## config.mk

```make
export PLATFORM = sky130hd
export DESIGN_NAME = binding_layout_merge_table_core
export DESIGN_NICKNAME = d
export VERILOG_FILES = /design/src/blmt_pkg.sv /design/src/blmt_ram.sv /design/src/blmt_seq.sv /design/src/binding_layout_merge_table_core.sv
export VERILOG_INCLUDE_DIRS = /design/src /design/src/src
export SDC_FILE = /design/constraint.sdc
export NUM_CORES = 1
export LEC_CHECK = 0
export BUFFER_PORTS_ARGS = -buffer_cell sky130_fd_sc_hd__buf_2
export CELL_PAD_IN_SITES_DETAIL_PLACEMENT = 1
export CELL_PAD_IN_SITES_GLOBAL_PLACEMENT = 2
export CORE_ASPECT_RATIO = 1.75
export CORE_MARGIN = 2
export CORE_UTILIZATION = 30
export CTS_BUF_LIST = sky130_fd_sc_hd__clkbuf_8 sky130_fd_sc_hd__clkbuf_16
export CTS_CLUSTER_DIAMETER = 30
export DETAILED_ROUTE_END_ITERATION = 6
export PLACE_DENSITY_LB_ADDON = 0.1
export SETUP_SLACK_MARGIN = 0.5
export SYNTH_ARGS = -nofsm -noshare
export SYNTH_HDL_FRONTEND = slang
export SYNTH_SLANG_ARGS = --single-unit
```

## constraint.sdc

```tcl
create_clock -name clk -period 10.2 [get_ports clk]
set_input_delay 2.04 -clock clk [delete_from_list [all_inputs] [get_ports clk]]
set_output_delay 2.04 -clock clk [all_outputs]
set_load 0.02 [all_outputs]
```

## src/binding_layout_merge_table_core_assert.svh

```systemverilog
// Assertion macros for the binding layout merge table core.
`ifndef BINDING_LAYOUT_MERGE_TABLE_CORE_ASSERT_SVH
`define BINDING_LAYOUT_MERGE_TABLE_CORE_ASSERT_SVH

`ifndef SYNTHESIS

// property holds at every clock edge outside reset
`define BLMT_ASSERT(name, clk, rst, prop) \
  name: assert property (@(posedge clk) disable iff (rst) (prop)) \
    else $error("blmt assertion failed");

// antecedent in one cycle implies consequent in the next
`define BLMT_ASSERT_NEXT(name, clk, rst, ante, cons) \
  name: assert property (@(posedge clk) disable iff (rst) (ante) |=> (cons)) \
    else $error("blmt assertion failed");

`else

`define BLMT_ASSERT(name, clk, rst, prop)
`define BLMT_ASSERT_NEXT(name, clk, rst, ante, cons)

`endif

`endif

```

## src/blmt_pkg.sv

```systemverilog
package blmt_pkg;

  localparam int RES_ENTRIES = 16;
  localparam int RNG_ENTRIES = 8;
  localparam int STAGE_BITS  = 8;

  localparam int RES_AW = $clog2(RES_ENTRIES);
  localparam int RNG_AW = $clog2(RNG_ENTRIES);
  localparam int RES_CW = $clog2(RES_ENTRIES + 1);
  localparam int RNG_CW = $clog2(RNG_ENTRIES + 1);

  localparam int MODE_W      = 3;
  localparam int IN_TDATA_W  = 64;
  localparam int OUT_TDATA_W = 72;

  typedef enum logic [2:0] {
    MODE_BEGIN   = 3'd0,
    MODE_ADD_RES = 3'd1,
    MODE_ADD_RNG = 3'd2,
    MODE_RD_RES  = 3'd3,
    MODE_RD_RNG  = 3'd4,
    MODE_CLEAR   = 3'd5
  } mode_t;

  typedef enum logic [2:0] {
    ST_OK       = 3'd0,
    ST_DUP      = 3'd1,
    ST_TYPE     = 3'd2,
    ST_SIZE     = 3'd3,
    ST_OVERLAP  = 3'd4,
    ST_FULL     = 3'd5
  } status_t;

  typedef struct packed {
    mode_t       mode;
    logic [7:0]  stage_mask;
    logic [3:0]  set_number;
    logic [9:0]  binding_number;
    logic [3:0]  resource_kind;
    logic [15:0] array_count;
    logic [7:0]  range_offset;
    logic [8:0]  range_bytes;
    logic [3:0]  entry_index;
  } req_t;

  typedef struct packed {
    status_t     status;
    logic        entry_valid;
    logic [3:0]  out_set;
    logic [9:0]  out_binding;
    logic [3:0]  out_kind;
    logic [15:0] out_array_count;
    logic [7:0]  out_offset;
    logic [8:0]  out_bytes;
    logic [7:0]  out_stages;
    logic [4:0]  entry_total;
  } result_t;

  typedef struct packed {
    logic [3:0]            set_number;
    logic [9:0]            binding_number;
    logic [3:0]            resource_kind;
    logic [15:0]           array_count;
    logic [STAGE_BITS-1:0] stages;
  } res_entry_t;

  typedef struct packed {
    logic [7:0]            range_offset;
    logic [8:0]            range_bytes;
    logic [STAGE_BITS-1:0] stages;
  } rng_entry_t;

  localparam int RES_W = $bits(res_entry_t);
  localparam int RNG_W = $bits(rng_entry_t);

endpackage

```

## src/blmt_ram.sv

```systemverilog
module blmt_ram #(
  parameter int WIDTH = 8,
  parameter int DEPTH = 16,
  localparam int AW = (DEPTH > 1) ? $clog2(DEPTH) : 1
) (
  input  logic             clk,
  input  logic             we,
  input  logic [AW-1:0]    waddr,
  input  logic [WIDTH-1:0] wdata,
  input  logic             re,
  input  logic [AW-1:0]    raddr,
  output logic [WIDTH-1:0] rdata
);

  logic [WIDTH-1:0] mem [DEPTH];

  always_ff @(posedge clk) begin
    if (we) begin
      mem[waddr] <= wdata;
    end
    if (re) begin
      rdata <= mem[raddr];
    end
  end

endmodule

```

## src/blmt_seq.sv

```systemverilog
`include "binding_layout_merge_table_core_assert.svh"

module blmt_seq (
  input  logic              clk,
  input  logic              rst,
  input  logic              req_valid,
  input  blmt_pkg::req_t    req,
  output logic              req_ready,
  input  logic              out_free,
  output logic              rsp_valid,
  output blmt_pkg::result_t rsp
);

  import blmt_pkg::*;

  typedef enum logic [3:0] {
    S_IDLE = 4'b0001,
    S_SCAN = 4'b0010,
    S_READ = 4'b0100,
    S_DONE = 4'b1000
  } state_t;

  state_t                state;
  req_t                  item;
  result_t               rslt;
  status_t               err;
  logic [RES_CW-1:0]     res_count;
  logic [RNG_CW-1:0]     rng_count;
  logic [STAGE_BITS-1:0] seen;
  logic [STAGE_BITS-1:0] cur;
  logic [RES_CW-1:0]     scan_idx;
  logic [RES_AW-1:0]     pend_idx;
  logic                  pend;
  logic                  ovl;

  logic                  res_we, res_re;
  logic [RES_AW-1:0]     res_waddr, res_raddr;
  res_entry_t            res_wdata, res_rd;
  logic [RES_W-1:0]      res_rdata;
  logic                  rng_we, rng_re;
  logic [RNG_AW-1:0]     rng_waddr, rng_raddr;
  rng_entry_t            rng_wdata, rng_rd;
  logic [RNG_W-1:0]      rng_rdata;

  logic [RES_CW-1:0]     scan_cnt;
  logic                  is_res, is_rng, issue, scan_end;
  logic                  res_full, rng_full, res_idx_ok, rng_idx_ok;
  logic                  res_match, res_same, rng_exact, rng_ovl;
  logic [9:0]            a0, a1, b0, b1;
  logic [STAGE_BITS-1:0] msk;

  blmt_ram #(.WIDTH(RES_W), .DEPTH(RES_ENTRIES)) u_res_ram (
    .clk   (clk),
    .we    (res_we),
    .waddr (res_waddr),
    .wdata (res_wdata),
    .re    (res_re),
    .raddr (res_raddr),
    .rdata (res_rdata)
  );

  blmt_ram #(.WIDTH(RNG_W), .DEPTH(RNG_ENTRIES)) u_rng_ram (
    .clk   (clk),
    .we    (rng_we),
    .waddr (rng_waddr),
    .wdata (rng_wdata),
    .re    (rng_re),
    .raddr (rng_raddr),
    .rdata (rng_rdata)
  );

  assign res_rd = res_rdata;
  assign rng_rd = rng_rdata;
  assign msk    = req.stage_mask[STAGE_BITS-1:0];

  always_comb begin
    is_res     = (item.mode == MODE_ADD_RES);
    is_rng     = (item.mode == MODE_ADD_RNG);
    scan_cnt   = is_res ? res_count : {{(RES_CW-RNG_CW){1'b0}}, rng_count};
    issue      = (state == S_SCAN) && (scan_idx < scan_cnt);
    scan_end   = (state == S_SCAN) && !pend && !issue;
    res_full   = (res_count == RES_CW'(RES_ENTRIES));
    rng_full   = (rng_count == RNG_CW'(RNG_ENTRIES));
    res_idx_ok = ({1'b0, req.entry_index} < res_count);
    rng_idx_ok = ({1'b0, req.entry_index} < {1'b0, rng_count});

    res_match = pend && (res_rd.set_number == item.set_number)
                && (res_rd.binding_number == item.binding_number);
    res_same  = (res_rd.resource_kind == item.resource_kind)
                && (res_rd.array_count == item.array_count);

    // half-open byte intervals, sums carried to 10 bits
    a0 = {2'b00, item.range_offset};
    a1 = a0 + {1'b0, item.range_bytes};
    b0 = {2'b00, rng_rd.range_offset};
    b1 = b0 + {1'b0, rng_rd.range_bytes};
    rng_exact = pend && (rng_rd.range_offset == item.range_offset)
                && (rng_rd.range_bytes == item.range_bytes);
    rng_ovl   = pend && (a0 < b1) && (b0 < a1);

    res_we    = 1'b0;
    res_re    = 1'b0;
    res_waddr = pend_idx;
    res_raddr = scan_idx[RES_AW-1:0];
    res_wdata = res_rd;
    res_wdata.stages = res_rd.stages | cur;
    rng_we    = 1'b0;
    rng_re    = 1'b0;
    rng_waddr = pend_idx[RNG_AW-1:0];
    rng_raddr = scan_idx[RNG_AW-1:0];
    rng_wdata = rng_rd;
    rng_wdata.stages = rng_rd.stages | cur;

    if (state == S_IDLE) begin
      res_raddr = req.entry_index[RES_AW-1:0];
      rng_raddr = req.entry_index[RNG_AW-1:0];
      res_re    = req_valid && (req.mode == MODE_RD_RES) && res_idx_ok;
      rng_re    = req_valid && (req.mode == MODE_RD_RNG) && rng_idx_ok;
    end else if (state == S_SCAN && is_res) begin
      res_re = issue;
      if (res_match) begin
        res_we = res_same;
      end else if (scan_end && !res_full) begin
        res_we    = 1'b1;
        res_waddr = res_count[RES_AW-1:0];
        res_wdata = '{set_number:     item.set_number,
                      binding_number: item.binding_number,
                      resource_kind:  item.resource_kind,
                      array_count:    item.array_count,
                      stages:         cur};
      end
    end else if (state == S_SCAN && is_rng) begin
      rng_re = issue;
      if (rng_exact) begin
        rng_we = 1'b1;
      end else if (scan_end && !ovl && !rng_full) begin
        rng_we    = 1'b1;
        rng_waddr = rng_count[RNG_AW-1:0];
        rng_wdata = '{range_offset: item.range_offset,
                      range_bytes:  item.range_bytes,
                      stages:       cur};
      end
    end
  end

  always_ff @(posedge clk) begin
    if (rst) begin
      state     <= S_IDLE;
      err       <= ST_OK;
      res_count <= '0;
      rng_count <= '0;
      seen      <= '0;
      cur       <= '0;
      pend      <= 1'b0;
    end else begin
      unique case (state)
        S_IDLE: begin
          if (req_valid) begin
            item     <= req;
            rslt     <= '0;
            scan_idx <= '0;
            pend     <= 1'b0;
            ovl      <= 1'b0;
            unique case (req.mode) inside
              MODE_CLEAR: begin
                err       <= ST_OK;
                res_count <= '0;
                rng_count <= '0;
                seen      <= '0;
                cur       <= '0;
                state     <= S_DONE;
              end
              MODE_BEGIN: begin
                if (err == ST_OK) begin
                  if ((seen & msk) != '0) begin
                    err <= ST_DUP;
                  end else begin
                    seen <= seen | msk;
                    cur  <= msk;
                  end
                end
                state <= S_DONE;
              end
              MODE_ADD_RES, MODE_ADD_RNG: begin
                state <= (err == ST_OK) ? S_SCAN : S_DONE;
              end
              MODE_RD_RES: state <= res_idx_ok ? S_READ : S_DONE;
              MODE_RD_RNG: state <= rng_idx_ok ? S_READ : S_DONE;
              default:     state <= S_DONE;
            endcase
          end
        end
        S_READ: begin
          rslt.entry_valid <= 1'b1;
          if (item.mode == MODE_RD_RES) begin
            rslt.out_set         <= res_rd.set_number;
            rslt.out_binding     <= res_rd.binding_number;
            rslt.out_kind        <= res_rd.resource_kind;
            rslt.out_array_count <= res_rd.array_count;
            rslt.out_stages      <= res_rd.stages;
          end else begin
            rslt.out_offset <= rng_rd.range_offset;
            rslt.out_bytes  <= rng_rd.range_bytes;
            rslt.out_stages <= rng_rd.stages;
          end
          state <= S_DONE;
        end
        S_SCAN: begin
          // one read issued per cycle, compare runs one entry behind
          pend     <= issue;
          pend_idx <= scan_idx[RES_AW-1:0];
          if (issue) begin
            scan_idx <= scan_idx + 1'b1;
          end
          ovl <= ovl | rng_ovl;
          if (is_res) begin
            if (res_match) begin
              if (res_rd.resource_kind != item.resource_kind) begin
                err <= ST_TYPE;
              end else if (res_rd.array_count != item.array_count) begin
                err <= ST_SIZE;
              end
              state <= S_DONE;
            end else if (scan_end) begin
              if (res_full) begin
                err <= ST_FULL;
              end else begin
                res_count <= res_count + 1'b1;
              end
              state <= S_DONE;
            end
          end else begin
            if (rng_exact) begin
              state <= S_DONE;
            end else if (scan_end) begin
              if (ovl) begin
                err <= ST_OVERLAP;
              end else if (rng_full) begin
                err <= ST_FULL;
              end else begin
                rng_count <= rng_count + 1'b1;
              end
              state <= S_DONE;
            end
          end
        end
        S_DONE: begin
          if (out_free) begin
            state <= S_IDLE;
          end
        end
        default: state <= S_IDLE;
      endcase
    end
  end

  assign req_ready = (state == S_IDLE);
  assign rsp_valid = (state == S_DONE) && out_free;

  always_comb begin
    rsp        = rslt;
    rsp.status = err;
    unique case (item.mode) inside
      MODE_ADD_RES, MODE_RD_RES: rsp.entry_total = 5'(res_count);
      MODE_ADD_RNG, MODE_RD_RNG: rsp.entry_total = 5'(rng_count);
      default:                   rsp.entry_total = '0;
    endcase
  end

  `BLMT_ASSERT(a_res_rw_apart, clk, rst, !(res_we && res_re && (res_waddr == res_raddr)))
  `BLMT_ASSERT(a_rng_rw_apart, clk, rst, !(rng_we && rng_re && (rng_waddr == rng_raddr)))
  `BLMT_ASSERT_NEXT(a_err_held, clk, rst, (err != ST_OK) && !(req_valid && req_ready && (req.mode == MODE_CLEAR)), err == $past(err))
  `BLMT_ASSERT_NEXT(a_res_cnt_step, clk, rst, 1'b1, (res_count == $past(res_count)) || (res_count == $past(res_count) + 1'b1) || (res_count == '0))

endmodule

```

## src/binding_layout_merge_table_core.sv

```systemverilog
// Channel   Dir  Fields
// s_*       in   tuser: mode; tdata: stage_mask .. entry_index
// m_*       out  tdata: status .. entry_total, one result per request
//
// Begin, clear, unused modes and reads at or past the count go straight to the
// done state; other reads pass through a read state first. Add requests walk the
// addressed table through its single RAM read port, or skip the walk while an
// error is latched.
// Reset clears counts, stage masks and the error latch; table RAMs are not
// cleared, entries at or above the count are never read.
// A finished result sits in the output register while the next request
// is accepted; the sequencer holds its next result until that slot frees.
module binding_layout_merge_table_core (
  input  logic                             clk,
  input  logic                             rst,
  input  logic                             s_tvalid,
  output logic                             s_tready,
  // [7:0] stage_mask, [11:8] set_number, [21:12] binding_number,
  // [25:22] resource_kind, [41:26] array_count, [49:42] range_offset,
  // [58:50] range_bytes, [62:59] entry_index, [63] zero
  input  logic [blmt_pkg::IN_TDATA_W-1:0]  s_tdata,
  // [2:0] mode
  input  logic [blmt_pkg::MODE_W-1:0]      s_tuser,
  output logic                             m_tvalid,
  input  logic                             m_tready,
  // [2:0] status, [3] entry_valid, [7:4] out_set, [17:8] out_binding,
  // [21:18] out_kind, [37:22] out_array_count, [45:38] out_offset,
  // [54:46] out_bytes, [62:55] out_stages, [67:63] entry_total, [71:68] zero
  output logic [blmt_pkg::OUT_TDATA_W-1:0] m_tdata
);

  import blmt_pkg::*;

  req_t    req;
  result_t rsp;
  logic    rsp_valid;
  logic    out_free;

  always_comb begin
    req.mode           = mode_t'(s_tuser);
    req.stage_mask     = s_tdata[7:0];
    req.set_number     = s_tdata[11:8];
    req.binding_number = s_tdata[21:12];
    req.resource_kind  = s_tdata[25:22];
    req.array_count    = s_tdata[41:26];
    req.range_offset   = s_tdata[49:42];
    req.range_bytes    = s_tdata[58:50];
    req.entry_index    = s_tdata[62:59];
  end

  assign out_free = !m_tvalid || m_tready;

  blmt_seq u_seq (
    .clk       (clk),
    .rst       (rst),
    .req_valid (s_tvalid),
    .req       (req),
    .req_ready (s_tready),
    .out_free  (out_free),
    .rsp_valid (rsp_valid),
    .rsp       (rsp)
  );

  always_ff @(posedge clk) begin
    if (rst) begin
      m_tvalid <= 1'b0;
    end else if (rsp_valid) begin
      m_tvalid <= 1'b1;
    end else if (m_tready) begin
      m_tvalid <= 1'b0;
    end
  end

  always_ff @(posedge clk) begin
    if (rsp_valid) begin
      m_tdata <= {4'b0000, rsp.entry_total, rsp.out_stages, rsp.out_bytes,
                  rsp.out_offset, rsp.out_array_count, rsp.out_kind,
                  rsp.out_binding, rsp.out_set, rsp.entry_valid, rsp.status};
    end
  end

endmodule

```

==> metrics.txt, run 1 <==
maximum buffer depth of the clock tree 4; Worst Path Arrival 6.40 ns; IO Port Bufs 139; Fmax 167 MHz; first-pass GRT wire length 216000 um; number of distinct library cells after synthesis 69; number of global-route vias before repair 29700; clk_skew 0.0574 ns; Reg clk slew, reported paths 0.05 ns; fraction of layout instances using a drive strength above 1 22.6%; core area 0.153 sq mm; R2R depth 13; Starting Density 30.2%; final setup vio count 0; Max-Cap Viols 0; EDFF count, synth 1131; CTS tree done; final wirelength 152000 um; path type of the worst min-delay path flip-flop to flip-flop; CP max stage cell buf_4; largest net degree at the start of global routing 138; H-tree Lvls 4; Total Nets Final 3309; fin crit share 58.6%; CP top delay family simple AND/OR/NAND/NOR gates; critical path, cell by cell nor3b_4 > buf_4 > nor2_1 > a21oi_1 > ha_1 > a211oi_1 > o21ai_0 > o21ai_1 > buf_4 > or3_4 > a31oi_1 > nor2_4 > buf_4; buffers and inverters on the worst path 3; # DRC 0; Hold Fails Final Rpt 0; crit start category flip-flop; number of vias per cell 4.95; Worst EP required 10.62 ns; area delta synth->final 24.0%; crit-path max FO 44; top cells by area, synth edfxtp_1 74%, mux4_2 6.6%, nand2_1 5.0%, nand3_1 2.2%, dfxtp_1 1.5%; hold-fix buffers at CTS 0; Avg Cell Area, Syn 15.8 sq um; Top cell by count, worst path buf_4; post-layout minimum cycle time 5.98 ns; Die Y 523 um; leading cell type in the layout, fill and taps excluded edfxtp_1; most frequent cells in the layout 1131 x edfxtp_1, 619 x nand2_1, 223 x clkbuf_16; CP max stage delay 0.78 ns; Post-Synth Simple-Gate Area 10.3%; Worst slew margin 18.4%; #FFs+latches synth 1165; worst hold slack 0.393 ns; row count 190; Wirelength per Cell 28.1 um; Post-Synth Adder-Cell Area 1.31%; post-CTS sizing 0; Post-synth top flop edfxtp_1; Hold Path Stages 0; Setup TNS Final 0 ns; LEAKAGE 19.4 nW; die area 0.157 sq mm; Max VDD drop 0.000146 V; pwr dens 245 mW/mm^2; CP Capture Type flip-flop; GRT Residual Overflow 0; complex-gate fraction of the synthesized area 3.58%; Horiz. Die Dim 300 um; initial antenna violation count 5; # placed instances 4985; yosys warns 0; Crit Path Category flip-flop to flip-flop; Clock Sink Count 1165; 1st-iter DRT viols 1485; Mapped Cells 2914; Synth Area in XOR/XNOR 1.31%; CTS Buf Count 220; routed via count 26700; I/O Pins 145; clock latency on the worst-skew pair 0.82 ns; gpl congestion 0.769; top cell type by total area after synthesis edfxtp_1; Cell Area, Synth 0.0461 sq mm; Synth top area share 73.6%; Seq/Total Area, Yosys 75.1%; RSZ-0062 raised after global routing no; DPL Wire Length 88200 um; largest family of logic cells by synthesized area simple AND/OR/NAND/NOR gates; Max Slew Vio Count 0; run status finished clean; Finished Layout Cells 5389; total power 14.0 mW; 1st-pass router iterations 5; FILL cells 15300; Post-CTS Setup Bufs 0; final core occ 37.4%; ANT nets after route 0; clock root buffer clkbuf_16; WP depth 13; FFs w/ async S/R, synth 0%; Slew @ Worst Pin 1.22 ns; post-synthesis mux area share 6.89%; GRT Total Usage 19.4%
-- worst register-to-register path, stage by stage (launching register included) --
cell and delay (ns):
edfxtp_1 0.71, nor3b_4 0.29, buf_4 0.28, nor2_1 0.08, a21oi_1 0.14, ha_1 0.27
a211oi_1 0.23, o21ai_0 0.25, o21ai_1 0.41, buf_4 0.27, or3_4 0.77, a31oi_1 0.55
nor2_4 0.52, buf_4 0.78
-- metal layers --
layer | global-route usage, % | part of all wire, %
met1 | 21.0 | 37
met2 | 37.4 | 56
met3 | 2.46 | 3.2
met4 | 7.99 | 4.0
met5 | 0 | 0.0073
-- registers in the layout, indices dropped and copies added (netlist names), 5 cells and up --
| signal | count |
|---|---|
| u_seq.u_rng_ram.mem | 200 |
| u_seq.u_res_ram.rdata | 42 |
| u_seq.a0 | 8 |
| u_seq.res_count | 5 |
| u_seq.rsp | 60 |
| u_seq.u_rng_ram.rdata | 25 |
| u_seq.seen | 8 |
| u_seq.item | 46 |
| u_seq.cur | 8 |
| u_seq.u_res_ram.mem | 672 |
| u_seq.scan_idx | 5 |
| m_tdata | 68 |
-- per-stage QoR --
stage / worst slack (ns) / instance area, sq um
detailed placement: 3.99 / 49600
CTS: 4.00 / 57200
floorplan: 4.50 / 46100
global route: 3.85 / 57200
global placement: 3.97 / 49600
finish: 4.22 / 57200
-- logic make-up after synthesis --
group           count (synthesis)
flops                        1165
simple gates                 1060
compound gates                257
buf+inv                       167
mux                           148
xor+xnor                       69
fa+ha+maj                      47
other cells                     1
-- Yosys cell counts (all sizes together), types with 45 or more instances --
cell type and count:
a22oi 48, and2 56, nand3 199, ha 45
clkbuf 106, o21ai 64, nand2 619, edfxtp 1131
nor2 53, nand4 58, a21oi 62, mux4 135
-- worst paths after layout --
kind | from | end | slack, ns
setup / recovery | u_seq.item[64] | u_seq.u_res_ram.mem[15][33] | 4.22
hold / removal | u_seq.rsp[40] | m_tdata[32] | 0.39
setup reg to reg | u_seq.item[64] | u_seq.u_res_ram.mem[15][33] | 4.22
hold reg to reg | u_seq.rsp[40] | m_tdata[32] | 0.39
-- power by group --
part           leakage (nW)  internal (mW)  switching, mW
combinational          5.23          0.423          0.795
sequential             10.5           5.30         0.0469
clock                  3.70           4.88           2.57
-- area by class of cell --
| type | instances | area (sq um) | area share, % |
|---|---|---|---|
| Tap cell | 2016 | 2520 | 4.41 |
| Sequential cell | 1165 | 34600 | 60.6 |
| Inverter | 21 | 78.8 | 0.138 |
| Clock inverter | 176 | 2010 | 3.52 |
| Antenna cell | 3 | 7.51 | 0.0131 |
| Multi-Input combinational cell | 1585 | 11200 | 19.5 |
| Timing Repair Buffer | 198 | 1160 | 2.03 |
| Clock buffer | 225 | 5610 | 9.80 |
(Power assumes the default switching activity.)
==> inputs of run 2 (changes only) <==
==> constraint.sdc (replaced) <==
create_clock -name clk -period 5.4 [get_ports clk]
set_input_delay 1.08 -clock clk [delete_from_list [all_inputs] [get_ports clk]]
set_output_delay 1.08 -clock clk [all_outputs]
set_load 0.02 [all_outputs]
==> run 2 against run 1 <==
Effect of this change: sequential power rose by 89%; final area barely moved; utilization barely moved; via count fell by 0.64%; sequential share of layout area barely moved; register-to-register slack got worse by 3.4 ns; die area did not move; total power rose by 82%; fmax rose by 30%; sequential cell count did not move; critical path depth fell by 2; critical path type unchanged; highest routed layer unchanged.
==> metrics.txt, run 2 (synthesized netlist as in run 1, its figures left out) <==
Seq. cell area 0.0346 sq mm; worst setup margin 0.814 ns; Wirelength per Cell 27.9 um; Fmax 218 MHz; post-CTS sizing 0; CP Capture Type flip-flop; Worst EP required 5.85 ns; 1st-iter DRT viols 1638; row count 190; biggest regs u_seq.u_res_ram.mem: 672 flops, u_seq.u_rng_ram.mem: 200 flops, m_tdata: 68 flops; maximum buffer depth of the clock tree 4; FILL cells 15200; CTS tree done; Total Nets Final 3324; Max-Cap Viols 0; number of global-route vias before repair 29300; gpl congestion 0.789; CP max stage delay 0.59 ns; Max Slew Vio Count 0; final wirelength 150000 um; final core occ 37.4%; RSZ-0062 raised after global routing no; CP max stage cell nor3b_2; Worst slew margin 20.9%; crit start category flip-flop; largest net degree at the start of global routing 136; clk_skew 0.0582 ns; Post-CTS Setup Bufs 0; clock latency on the worst-skew pair 0.83 ns; 1st-pass router iterations 5; Starting Density 30.2%; I/O Pins 145; initial antenna violation count 5; Worst Path Arrival 5.04 ns; max reg flops 672; fraction of layout instances using a drive strength above 1 22.3%; Die Y 523 um; LEAKAGE 19.4 nW; first-pass GRT wire length 213000 um; number of vias per cell 4.92; leading cell type in the layout, fill and taps excluded edfxtp_1; footprint of the multi-input gates 0.0112 sq mm; Crit Path Category flip-flop to flip-flop; Setup TNS Final 0 ns; run status finished clean; hold-fix buffers at CTS 0; critical path, cell by cell nor3b_2 > a21oi_1 > ha_1 > a211oi_1 > o21ai_0 > o21ai_1 > buf_4 > nor3_2 > a32oi_1 > nor2_4 > buf_4; Slew @ Worst Pin 1.15 ns; IO Port Bufs 139; final setup vio count 0; post-place setup slack 0.796 ns; CP top delay family compound AO/OA/AOI/OAI gates; Max VDD drop 0.000259 V; post-layout minimum cycle time 4.59 ns; Reg clk slew, reported paths 0.05 ns; most frequent cells in the layout 1131 x edfxtp_1, 619 x nand2_1, 210 x clkbuf_16; buffers and inverters on the worst path 2; clock root buffer clkbuf_16; H-tree Lvls 4; Horiz. Die Dim 300 um; area delta synth->final 24.0%; Top cell by count, worst path buf_4; routed via count 26500; fin crit share 84.9%; ANT nets after route 0; GRT Total Usage 19.2%; GRT Residual Overflow 0; crit-path max FO 19; Hold Fails Final Rpt 0; # DRC 0; DPL Wire Length 92000 um; Clock Sink Count 1165; Biggest register u_seq.u_res_ram.mem; die area 0.157 sq mm; CTS Buf Count 209; core area 0.153 sq mm; pwr dens 446 mW/mm^2; path type of the worst min-delay path flip-flop to flip-flop
-- run 2: cell count changes in the layout (fill, tap and decap cells not counted), moves of 7 or more --
| cell | delta |
|---|---|
| buf_12 | +36 |
| buf_4 | -10 |
| bufinv_16 | -7 |
| clkbuf_16 | -13 |
| inv_1 | +10 |
-- run 2: worst paths after layout --
check,startpoint,endpoint,slack (ns),depth (start not counted)
min,u_seq.rsp[37],m_tdata[29],0.40,0
max reg2reg,u_seq.item[65],u_seq.u_res_ram.mem[7][33],0.81,11
max,u_seq.item[65],u_seq.u_res_ram.mem[7][33],0.81,11
min reg2reg,u_seq.rsp[37],m_tdata[29],0.40,0
-- run 2: layer usage --
metal	vias up	track usage (%)	routed length, um
met2	625	36.1	82000
met5	-	0	13
li1	11800	-	-
met1	13800	21.0	55800
met4	2	9.16	7260
met3	297	2.63	5160
-- run 2: report_power, final --
group	switching (mW)	internal, mW	total [mW]
clock	4.63	8.44	13.1
combinational	1.50	0.847	2.35
sequential	0.0840	10.0	10.1
-- run 2: final cells by class --
| type | count | area share, % |
|---|---|---|
| Clock buffer | 214 | 9.28 |
| Multi-Input combinational cell | 1585 | 19.5 |
| Timing Repair Buffer | 224 | 3.16 |
| Antenna cell | 3 | 0.0131 |
| Tap cell | 2016 | 4.41 |
| Inverter | 21 | 0.140 |
| Clock inverter | 161 | 2.92 |
| Sequential cell | 1165 | 60.6 |
-- run 2: through the flow --
stage	hold slack, ns	cell area, sq um	cells	power, mW
after detailed placement	0.405	50200	5011	12.7
after floorplan	0.400	46200	2917	11.7
after CTS	0.359	57200	5386	25.9
final	0.404	57200	5389	25.5
after global routing	0.390	57200	5387	26.4
after global placement	0.402	50200	5011	12.7
==> inputs of run 3 (changes only) <==
==> constraint.sdc (replaced) <==
create_clock -name clk -period 4.1 [get_ports clk]
set_input_delay 0.82 -clock clk [delete_from_list [all_inputs] [get_ports clk]]
set_output_delay 0.82 -clock clk [all_outputs]
set_load 0.02 [all_outputs]
==> run 3 against run 2 <==
Effect of this change: global-route usage increased by 0.14 points; sequential cell count unchanged; critical path type unchanged; sequential share of layout area decreased by 1.6 points; clock power increased by 28%; largest power group unchanged; cell count increased by 2.1%.
==> metrics.txt, run 3 (synthesized netlist as in run 1, its figures left out) <==
CP top delay family buffers and inverters; worst hold slack 0.184 ns; # DRC 0; die area 0.157 sq mm; initial antenna violation count 5; fin crit share 87.6%; worst r2r src u_seq.item[65]; largest net degree at the start of global routing 82; Top cell by count, worst path buf_4; Die Y 523 um; RSZ-0062 raised after global routing yes; CP Capture Type flip-flop; worst setup margin 0.509 ns; Total Nets Final 3453; CP max stage delay 0.40 ns; 1st-pass router iterations 5; post-place setup slack 0.0116 ns; FILL cells 15200; row count 190; Fmax 278 MHz; Finished Layout Cells 5502; GRT Residual Overflow 0; buffers and inverters on the worst path 6; 1st-iter DRT viols 1737; H-tree Lvls 4; Setup TNS Final 0 ns; most frequent cells in the layout 1131 x edfxtp_1, 613 x nand2_1, 207 x clkbuf_16; fraction of layout instances using a drive strength above 1 25.9%; Wirelength per Cell 28.0 um; crit start category flip-flop; max reg flops 672; Crit Path Category flip-flop to flip-flop; core area 0.153 sq mm; ANT nets after route 0; Worst EP required 4.60 ns; Reg2Reg Setup Slack 0.51 ns; post-layout minimum cycle time 3.59 ns; LEAKAGE 20.2 nW; pwr dens 567 mW/mm^2; critical path, cell by cell nor3b_2 > clkbuf_16 > a21oi_2 > ha_1 > nand3_2 > a211oi_4 > o21ai_4 > buf_4 > nor3_4 > buf_4 > buf_12 > a31oi_4 > nor2_4 > buf_6 > buf_4; clock latency on the worst-skew pair 0.82 ns; Reg clk slew, reported paths 0.06 ns; CTS Buf Count 196; number of vias per cell 4.88; area delta synth->final 27.3%; Seq. cell area 0.0346 sq mm; crit-path max FO 11; maximum buffer depth of the clock tree 4; path type of the worst min-delay path primary input to flip-flop; first-pass GRT wire length 216000 um; I/O Pins 145; CP max stage cell edfxtp_1; routed via count 26900; hold-fix buffers at CTS 0; total power 33.3 mW; DPL Wire Length 96400 um; WP depth 15; run status finished clean; Clock Sink Count 1165; final wirelength 154000 um; Setup crit end u_seq.u_res_ram.mem[11][34]; Hold Fails Final Rpt 0; clk_skew 0.0703 ns; Starting Density 30.2%; Worst slew margin 23.3%; leading cell type in the layout, fill and taps excluded edfxtp_1; GRT Total Usage 19.3%; number of global-route vias before repair 29700; Biggest register u_seq.u_res_ram.mem; R2R depth 15; clock root buffer clkbuf_16; CP startpoint u_seq.item[65]; Max VDD drop 0.000358 V; Slew @ Worst Pin 1.15 ns; Max-Cap Viols 0; final setup vio count 0; Horiz. Die Dim 300 um; gpl congestion 0.808; R2R Path End u_seq.u_res_ram.mem[11][34]; CTS tree done; IO Port Bufs 139; Worst Path Arrival 4.09 ns; footprint of the multi-input gates 0.0113 sq mm; biggest regs u_seq.u_res_ram.mem: 672 flops, u_seq.u_rng_ram.mem: 200 flops, m_tdata: 68 flops; # placed instances 5107; Max Slew Vio Count 0
## run 3: where the power goes
group          leakage, nW  internal [mW]  switching [mW]
clock network         3.31           10.8            6.00
registers             10.5           13.2          0.0975
logic                 6.33           1.18            2.05
total                 20.2           25.1            8.14
## run 3: layer usage
metal  GRT usage [%]  part of all wire [%]
met1            20.7                    36
met2            37.9                    57
met3            2.50                   3.1
met4            7.09                   3.9
met5               0                0.0078
## run 3: stage by stage
| stage | area, sq um | util, % |
|---|---|---|
| 3_3_place_gp | 51100 | 33.4 |
| 6_report | 58700 | 38.4 |
| 5_1_grt | 58700 | 38.4 |
| 3_5_place_dp | 51100 | 33.4 |
| 4_1_cts | 58300 | 38.1 |
| 2_1_floorplan | 46300 | - |
## run 3: worst min path at each step
stage	slack (ns)	endpoint	from	depth (start not counted)
5_1_grt	0.14	u_seq.item[33]	s_tdata[38]	1
4_1_cts	0.11	u_seq.item[33]	s_tdata[38]	1
2_1_floorplan	0.40	m_tdata[10]	u_seq.rsp[52]	0
3_5_place_dp	0.41	m_tdata[42]	u_seq.rsp[26]	0
6_report	0.18	u_seq.item[22]	s_tdata[27]	1
3_3_place_gp	0.40	m_tdata[41]	u_seq.rsp[25]	0
## run 3: repair_timing
| action | 4_1_cts | 5_1_grt |
|---|---|---|
| pin swaps | 3 | 8 |
| gates cloned | 3 | 9 |
| resized for setup | 24 | 21 |
| setup endpoints to repair | 1266 | 240 |
| setup buffers | 20 | 14 |
## run 3: layout make-up
class / count / area share [%]
multi-input combinational: 1585 / 19.3
inverter: 21 / 0.134
sequential: 1165 / 59.0
timing repair buffer: 366 / 5.83
antenna: 3 / 0.0128
tap: 2016 / 4.30
clock buffer: 198 / 8.44
clock inverter: 148 / 3.01
